**config.mk**
```make
export PLATFORM = sky130hd
export DESIGN_NAME = btil_front
export DESIGN_NICKNAME = d
export VERILOG_FILES = /design/src/btil_pkg.sv /design/src/btil_front.sv
export SDC_FILE = /design/constraint.sdc
export NUM_CORES = 1
export LEC_CHECK = 0
export BUFFER_PORTS_ARGS = -buffer_cell sky130_fd_sc_hd__buf_2
export CAP_MARGIN = 30
export CORE_ASPECT_RATIO = 0.75
export CORE_MARGIN = 2
export CORE_UTILIZATION = 40
export CTS_CLUSTER_SIZE = 25
export DETAILED_ROUTE_END_ITERATION = 16
export HOLD_SLACK_MARGIN = 0.05
export SYNTH_ARGS = -nofsm -noshare
export SYNTH_HDL_FRONTEND = slang
export SYNTH_SLANG_ARGS = --single-unit
export TNS_END_PERCENT = 1
```
**constraint.sdc**
```tcl
create_clock -name clk -period 6.29 [get_ports clk]
set_input_delay 0.9435 -clock clk [delete_from_list [all_inputs] [get_ports clk]]
set_output_delay 0.9435 -clock clk [all_outputs]
set_load 0.01 [all_outputs]
```
**src/btil_pkg.sv**
```systemverilog
// ----------------------------------------------------------------------------
// btil_pkg
// Shared types and constants for the binary trie IPv4 lookup block.
// ----------------------------------------------------------------------------
package btil_pkg;

  localparam int StoreBytes = 65536;
  localparam int AddrW = $clog2(StoreBytes);

  localparam logic OP_WRITE = 1'b0;
  localparam logic OP_LOOKUP = 1'b1;

  localparam logic [1:0] ST_WRITE = 2'd0;
  localparam logic [1:0] ST_FOUND = 2'd1;
  localparam logic [1:0] ST_MISS = 2'd2;

  localparam logic [1:0] CFG_NODE_COUNT = 2'd0;
  localparam logic [1:0] CFG_RECORD_MODE = 2'd1;
  localparam logic [1:0] CFG_IPV6 = 2'd2;
  localparam logic [1:0] CFG_LOADED = 2'd3;

  localparam logic [1:0] MODE_24 = 2'd0;
  localparam logic [1:0] MODE_28 = 2'd1;
  localparam logic [1:0] MODE_32 = 2'd2;

  localparam logic [6:0] V6_STEPS = 7'd96;

  typedef struct packed {
    logic        opcode;
    logic [15:0] byte_address;
    logic [7:0]  byte_value;
    logic [31:0] ip_address;
  } cmd_t;

endpackage

```
**src/btil_front.sv**
```systemverilog
// ----------------------------------------------------------------------------
// btil_front
// Input stage and two-entry command queue feeding the walk engine.
// ----------------------------------------------------------------------------
module btil_front
  import btil_pkg::*;
(
  input  logic        clk,
  input  logic        rst,
  input  logic        in_valid,
  output logic        in_ready,
  input  cmd_t        in_cmd,
  output logic        q_valid,
  input  logic        q_ready,
  output cmd_t        q_cmd
);

  cmd_t        slot [2];
  logic        wr_ptr;
  logic        rd_ptr;
  logic [1:0]  count;

  logic push, pop;

  assign in_ready = (count != 2'd2);
  assign push = in_valid && in_ready;
  assign q_valid = (count != 2'd0);
  assign pop = q_valid && q_ready;
  assign q_cmd = slot[rd_ptr];

  always_ff @(posedge clk) begin
    if (push) begin
      slot[wr_ptr] <= in_cmd;
    end
    if (rst) begin
      wr_ptr <= 1'b0;
      rd_ptr <= 1'b0;
      count  <= 2'd0;
    end else begin
      if (push) wr_ptr <= ~wr_ptr;
      if (pop) rd_ptr <= ~rd_ptr;
      count <= count + {1'b0, push} - {1'b0, pop};
    end
  end

endmodule

```
==> results.sh, run 1 <==
export IMPL_yosys_register_bits=119
export IMPL_clock_sinks=119
export IMPL_hold_path_class="reg -> reg"
export IMPL_firstDrtPassIters=5
export IMPL_worstSetupPathType="reg -> out"
export IMPL_vias=2241
export IMPL_finalSetupViolations=0
export IMPL_stdcell_count=487
export IMPL_fp_dieW_microns=126.0
export IMPL_synthAdderAreaFrac_pct=0.5607
export IMPL_crit_arrival_ps=1960
export IMPL_synth_top_area_cell="edfxtp_1"
export IMPL_cp_slowest_cell="dfxtp_4"
export IMPL_routedWlPerCell_microns=15.69
export IMPL_critPathMaxFanout=57
export IMPL_syn_num_nets=264
export IMPL_core_sq_um=10900
export IMPL_power_switching_mw=0.6258
export IMPL_cts_hold_fix_buffers=0
export IMPL_dieHeight_microns=95.48
export IMPL_synth_top_family_by_area="multiplexers"
export IMPL_grt_max_degree=58
export IMPL_leakage_nw=2.268
export IMPL_hpwl_mm=4.775
export IMPL_num_antenna_cells=0
export IMPL_ios=120
export IMPL_p_clk_share_pct=39.4
export IMPL_areaGrowthSynthToFinish_pct=30.84
export IMPL_min_period_ps=2901
export IMPL_ys_warnings_count=0
export IMPL_dp_cells=456
export IMPL_die_area_sq_um=12030
export IMPL_fin_skew_ps=7.777
export IMPL_synth_mux_area_share_pct=17.16
export IMPL_relSlewSlack_pct=37.80
export IMPL_overflow=0
export IMPL_place_congestion=0.7070
export IMPL_post_cts_buffers=0
export IMPL_synth_top_area_share_pct=76.70
export IMPL_path_clk_slew_ps=50
export IMPL_worst_pin_slew_ps=933.0
export IMPL_irDropWorstVdd_mv=0.2313
export IMPL_port_buffers=119
export IMPL_powerDensity_nw_per_um2=443.5
export IMPL_grt_antenna_before_repair=0
export IMPL_cp_cell_sequence="mux2_2 -> buf_2"
export IMPL_insertion_delay_ps=400
export IMPL_seqPwrFrac_pct=41.9
export IMPL_cap_violations=0
export IMPL_cp_start_kind="flip-flop"
export IMPL_clk_root_buffer_cell="clkbuf_16"
export IMPL_numCtsBuffers=17
export IMPL_p_int_mw=1.964
export IMPL_fmax_mhz=344.8
export IMPL_hold_violations=0
export IMPL_avgSynthCellArea_sq_um=22.20
export IMPL_cp_num_buf_inv=1
export IMPL_synth_simple_area_share_pct=1.262
export IMPL_cts_max_level=4
export IMPL_synth_compound_area_share_pct=0.1682
export IMPL_totalWireLength_mm=7.641
export IMPL_cts_resized=0
export IMPL_grt_pass1_wl_mm=11.74
export IMPL_drc=0
export IMPL_track_usage_pct=13.45
export IMPL_p_sw_share_pct=24.17
export IMPL_cp_top_family="flip-flops"
export IMPL_syn_cell_area_sq_um=4463
export IMPL_status="finished, final reports clean"
export IMPL_worst_setup_path_end_kind="primary output"
export IMPL_combPwrFrac_pct=18.7
export IMPL_fin_nets=398
export IMPL_ys_types=17
export IMPL_syn_instance_count=201
export IMPL_fin_setup_tns_ps=0
export IMPL_viasPerCell=4.602
export IMPL_rsz0062_at_grt="no"
export IMPL_synth_xor_area_share_pct=0.5887
export IMPL_dr_first_iter_drc_count=135
export IMPL_cts_tree="yes"
export IMPL_rows=33
export IMPL_slowest_delay_ps=970
export IMPL_clockBufferDepth=2
export IMPL_detail_route_antenna_nets=0
export IMPL_fin_crit_sh_pct=46.11
export IMPL_critPathRequiredTime_ps=5350
export IMPL_initial_core_util_pct=40.94
export IMPL_synth_area_top_cells="edfxtp_1 77%, mux2_4 10%, mux2_2 7.1%"
export IMPL_grt_pass1_vias=2385
export IMPL_drive_above_1_share_pct=61.38
export IMPL_drv_slew=0
export IMPL_ys_seq_area_share_pct=78.95
-- logic make-up (layout without fill, tap and decap cells) --
logic type                 after synthesis  count (layout)
AOI/OAI and AO/OA                        1               1
xor gates and xnor gates                 3               3
adders and majority gates                2               2
buffers and inverters                    7             153
DFF                                    119             119
muxes                                   58              58
and+or+nand+nor                         11              11
-- final timing paths --
| kind | slack, ps | end | start | cells after the start |
|---|---|---|---|---|
| max | 3390 | q_cmd[0] | flip-flop | 2 |
| min | 530 | flip-flop | rd_ptr | 2 |
| max reg2reg | 4490 | slot[0][32] | count[0] | 4 |
| min reg2reg | 530 | flip-flop | rd_ptr | 2 |
-- through the flow --
stage                     utilization, %  setup slack, ps  hold WS, ps  power [mW]  cell area [sq um]
after floorplan                        -             2404        481.0       1.420               4463
after global placement             47.76             3762        495.0       1.591               5206
after detailed placement           47.76             3751        515.5       1.599               5206
after CTS                          53.57             3313        537.7       2.629               5839
after global routing               53.57             3267        548.1       2.707               5839
final                              53.57             3389        525.1       2.590               5839
-- tightest hold or removal path, delay by kind of cell (launching register included) --
kind                      cells  cell delay (ps)
DFF                           1              330
xor gates and xnor gates      1               80
and+or+nand+nor               1               80
-- Yosys cell counts --
| cell type | n |
|---|---|
| and3_1 | 1 |
| buf_2 | 2 |
| buf_6 | 4 |
| dfxtp_1 | 5 |
| edfxtp_1 | 114 |
| ha_1 | 2 |
| inv_1 | 1 |
| mux2_2 | 28 |
| mux2_4 | 30 |
| nand2_1 | 1 |
| nand2b_2 | 1 |
| nor2_1 | 5 |
| nor2b_1 | 2 |
| o21a_1 | 1 |
| or2_2 | 1 |
| xnor2_1 | 2 |
| xor2_1 | 1 |
-- layout make-up --
| class | instances | area (sq um) |
|---|---|---|
| flip-flops and latches | 119 | 3527 |
| repair buffers | 121 | 610.6 |
| clock inverters | 14 | 207.7 |
| well taps | 140 | 175.2 |
| inverters | 1 | 3.754 |
| fillers | 895 | 5061 |
| multi-input cells | 75 | 889.6 |
| clock buffers | 17 | 425.4 |
-- per-layer routing --
layer  track usage (%)  wire [microns]  up-vias
met4             6.593              46        0
met2             20.47            3506       95
met5                 0               0        -
met3             7.127             742        6
li1                  -               -     1059
met1             15.76            3344     1081
-- power by group through the flow --
stage	Sequential (mW)	Combinational [mW]	Clock, mW
after global routing	1.10	0.526	1.08
final	1.08	0.485	1.02
after CTS	1.09	0.495	1.04
after floorplan	1.04	0.379	0
after global placement	1.10	0.492	0
after detailed placement	1.11	0.494	0
-- layout by cell type (no fill, tap or decap) --
cell / instances
xnor2_1: 2
and3_2: 1
nand2b_2: 1
or2_2: 1
clkinvlp_4: 3
xor2_1: 1
clkinv_1: 2
nor2_1: 4
dfxtp_1: 4
clkbuf_16: 17
dfxtp_4: 1
clkinv_4: 2
inv_1: 1
mux2_2: 28
edfxtp_1: 114
mux2_4: 30
clkinv_2: 2
buf_2: 119
nand2_1: 1
nor2b_1: 2
o21a_1: 1
buf_4: 2
ha_1: 2
bufinv_16: 5
nor2_4: 1
-- sequential cells by signal, summed over array words and instances (netlist names), named ones only --
register / flops
count: 2
rd_ptr: 1
slot: 114
wr_ptr: 1
(Power assumes the default switching activity.)
==> inputs of run 2 (changes only) <==
==> constraint.sdc (replaced) <==
create_clock -name clk -period 2.93 [get_ports clk]
set_input_delay 0.4395 -clock clk [delete_from_list [all_inputs] [get_ports clk]]
set_output_delay 0.4395 -clock clk [all_outputs]
set_load 0.01 [all_outputs]
==> results.sh, run 2 (synthesis gave the netlist of run 1 again) <==
export IMPL_fillers=921
export IMPL_num_antenna_cells=0
export IMPL_finalSetupViolations=0
export IMPL_worstReg2RegStart="count[0]"
export IMPL_die_area_sq_um=12030
export IMPL_worst_pin_slew_ps=450.1
export IMPL_fin_skew_ps=6.066
export IMPL_powerDensity_nw_per_um2=928.5
export IMPL_cp_start_kind="flip-flop"
export IMPL_path_clk_slew_ps=50
export IMPL_numCtsBuffers=17
export IMPL_min_period_ps=2268
export IMPL_vias=2271
export IMPL_detail_route_antenna_nets=0
export IMPL_regMostFlops="slot"
export IMPL_fmax_mhz=440.9
export IMPL_wl_met1_mm=3.483
export IMPL_core_sq_um=10900
export IMPL_firstDrtPassIters=4
export IMPL_post_cts_buffers=0
export IMPL_stdcell_count=492
export IMPL_leakage_nw=2.275
export IMPL_place_congestion=0.7490
export IMPL_dp_cells=460
export IMPL_layout_commonest_cell="buf_2"
export IMPL_ios=120
export IMPL_dr_first_iter_drc_count=81
export IMPL_fin_nets=402
export IMPL_routedWlPerCell_microns=16.04
export IMPL_cts_hold_fix_buffers=0
export IMPL_drc=0
export IMPL_grt_pass1_wl_mm=12.01
export IMPL_areaGrowthSynthToFinish_pct=30.75
export IMPL_wl_met3_microns=783
export IMPL_hpwl_mm=5.222
export IMPL_min_path_cells=1
export IMPL_worst_setup_path_end_kind="primary output"
export IMPL_place_area_sq_um=5249
export IMPL_crit_arrival_ps=1830
export IMPL_grt_max_degree=30
export IMPL_post_route_util_pct=53.54
export IMPL_clock_sinks=119
export IMPL_largest_reg_flops=114
export IMPL_viasPerCell=4.616
export IMPL_overflow=0
export IMPL_topRoutingLayerUsed="met4"
export IMPL_top_regs="slot x114, count x2"
export IMPL_hold_path_class="in -> reg"
export IMPL_initial_core_util_pct=40.94
export IMPL_ff2ff_path_depth=8
export IMPL_track_usage_pct=13.79
export IMPL_clk_root_buffer_cell="clkbuf_16"
export IMPL_relSlewSlack_pct=70.00
export IMPL_layout_common_cells="119 x buf_2, 114 x edfxtp_1, 30 x mux2_4"
export IMPL_cts_tree="yes"
export IMPL_hold_violations=0
export IMPL_stdcell_area_sq_um=5836
export IMPL_irDropWorstVdd_mv=0.4408
export IMPL_critPathRequiredTime_ps=2490
export IMPL_fin_crit_sh_pct=77.41
export IMPL_port_buffers=119
export IMPL_fp_dieW_microns=126.0
export IMPL_drive_above_1_share_pct=61.36
export IMPL_fin_setup_tns_ps=0
export IMPL_rows=33
export IMPL_min_from="in_cmd[7]"
export IMPL_grt_antenna_before_repair=0
export IMPL_clockBufferDepth=2
export IMPL_totalWireLength_mm=7.892
export IMPL_grt_pass1_vias=2390
export IMPL_status="finished, final reports clean"
export IMPL_insertion_delay_ps=400
export IMPL_rsz0062_at_grt="no"
export IMPL_drv_slew=0
export IMPL_dieHeight_microns=95.48
export IMPL_dr_wl_met2_mm=3.555
export IMPL_cts_resized=0
export IMPL_critPathMaxFanout=27
export IMPL_cts_max_level=4
export IMPL_cap_violations=0
export IMPL_worstSetupPathType="reg -> out"
run 2: cell types whose count changed in the layout (fill, tap and decap cells not counted), sizes merged:
| cell | change |
|---|---|
| buf | +4 |
| clkinv | +4 |
| bufinv | -2 |
| clkinvlp | -1 |
run 2: area by class of cell:
type | count | area [sq um] | area share, %
clock buffers | 17 | 425.4 | 7.290
clock inverters | 15 | 161.4 | 2.766
inverters | 1 | 3.754 | 0.06432
multi-input cells | 75 | 889.6 | 15.24
flip-flops and latches | 119 | 3527 | 60.44
well taps | 140 | 175.2 | 3.002
repair buffers | 125 | 653.1 | 11.19
run 2: path summary, 6_finish.rpt:
path	slack (ps)	end
worst max-delay path	660	q_cmd[9]
worst min register to register	520	rd_ptr
worst min-delay path	220	slot[0][7]
worst max register to register	1340	count[1]
run 2: power by group:
part           total [mW]  internal (mW)  switching [mW]
Combinational        1.14          0.597           0.538
Clock                2.02           1.32           0.700
Sequential           2.26           2.14           0.119
run 2: layer usage:
layer	vias up	track usage, %
li1	1073	-
met1	1090	16.84
met2	100	20.03
met3	8	8.081
met4	0	5.769
met5	-	0
run 2: critical path, cell delays in order, from the launching register on:
cell	delay, ps
dfxtp_4	630
buf_4	290
mux2_2	360
buf_2	140
run 2: per-stage QoR:
step / hold slack, ps / worst slack (ps) / power [mW]
2_1_floorplan: 481.0 / 421.2 / 3.044
3_3_place_gp: 499.0 / 1088 / 3.441
3_5_place_dp: 507.1 / 1059 / 3.458
4_1_cts: 203.1 / 623.1 / 5.497
5_1_grt: 199.8 / 550.8 / 5.665
6_report: 223.1 / 661.9 / 5.418
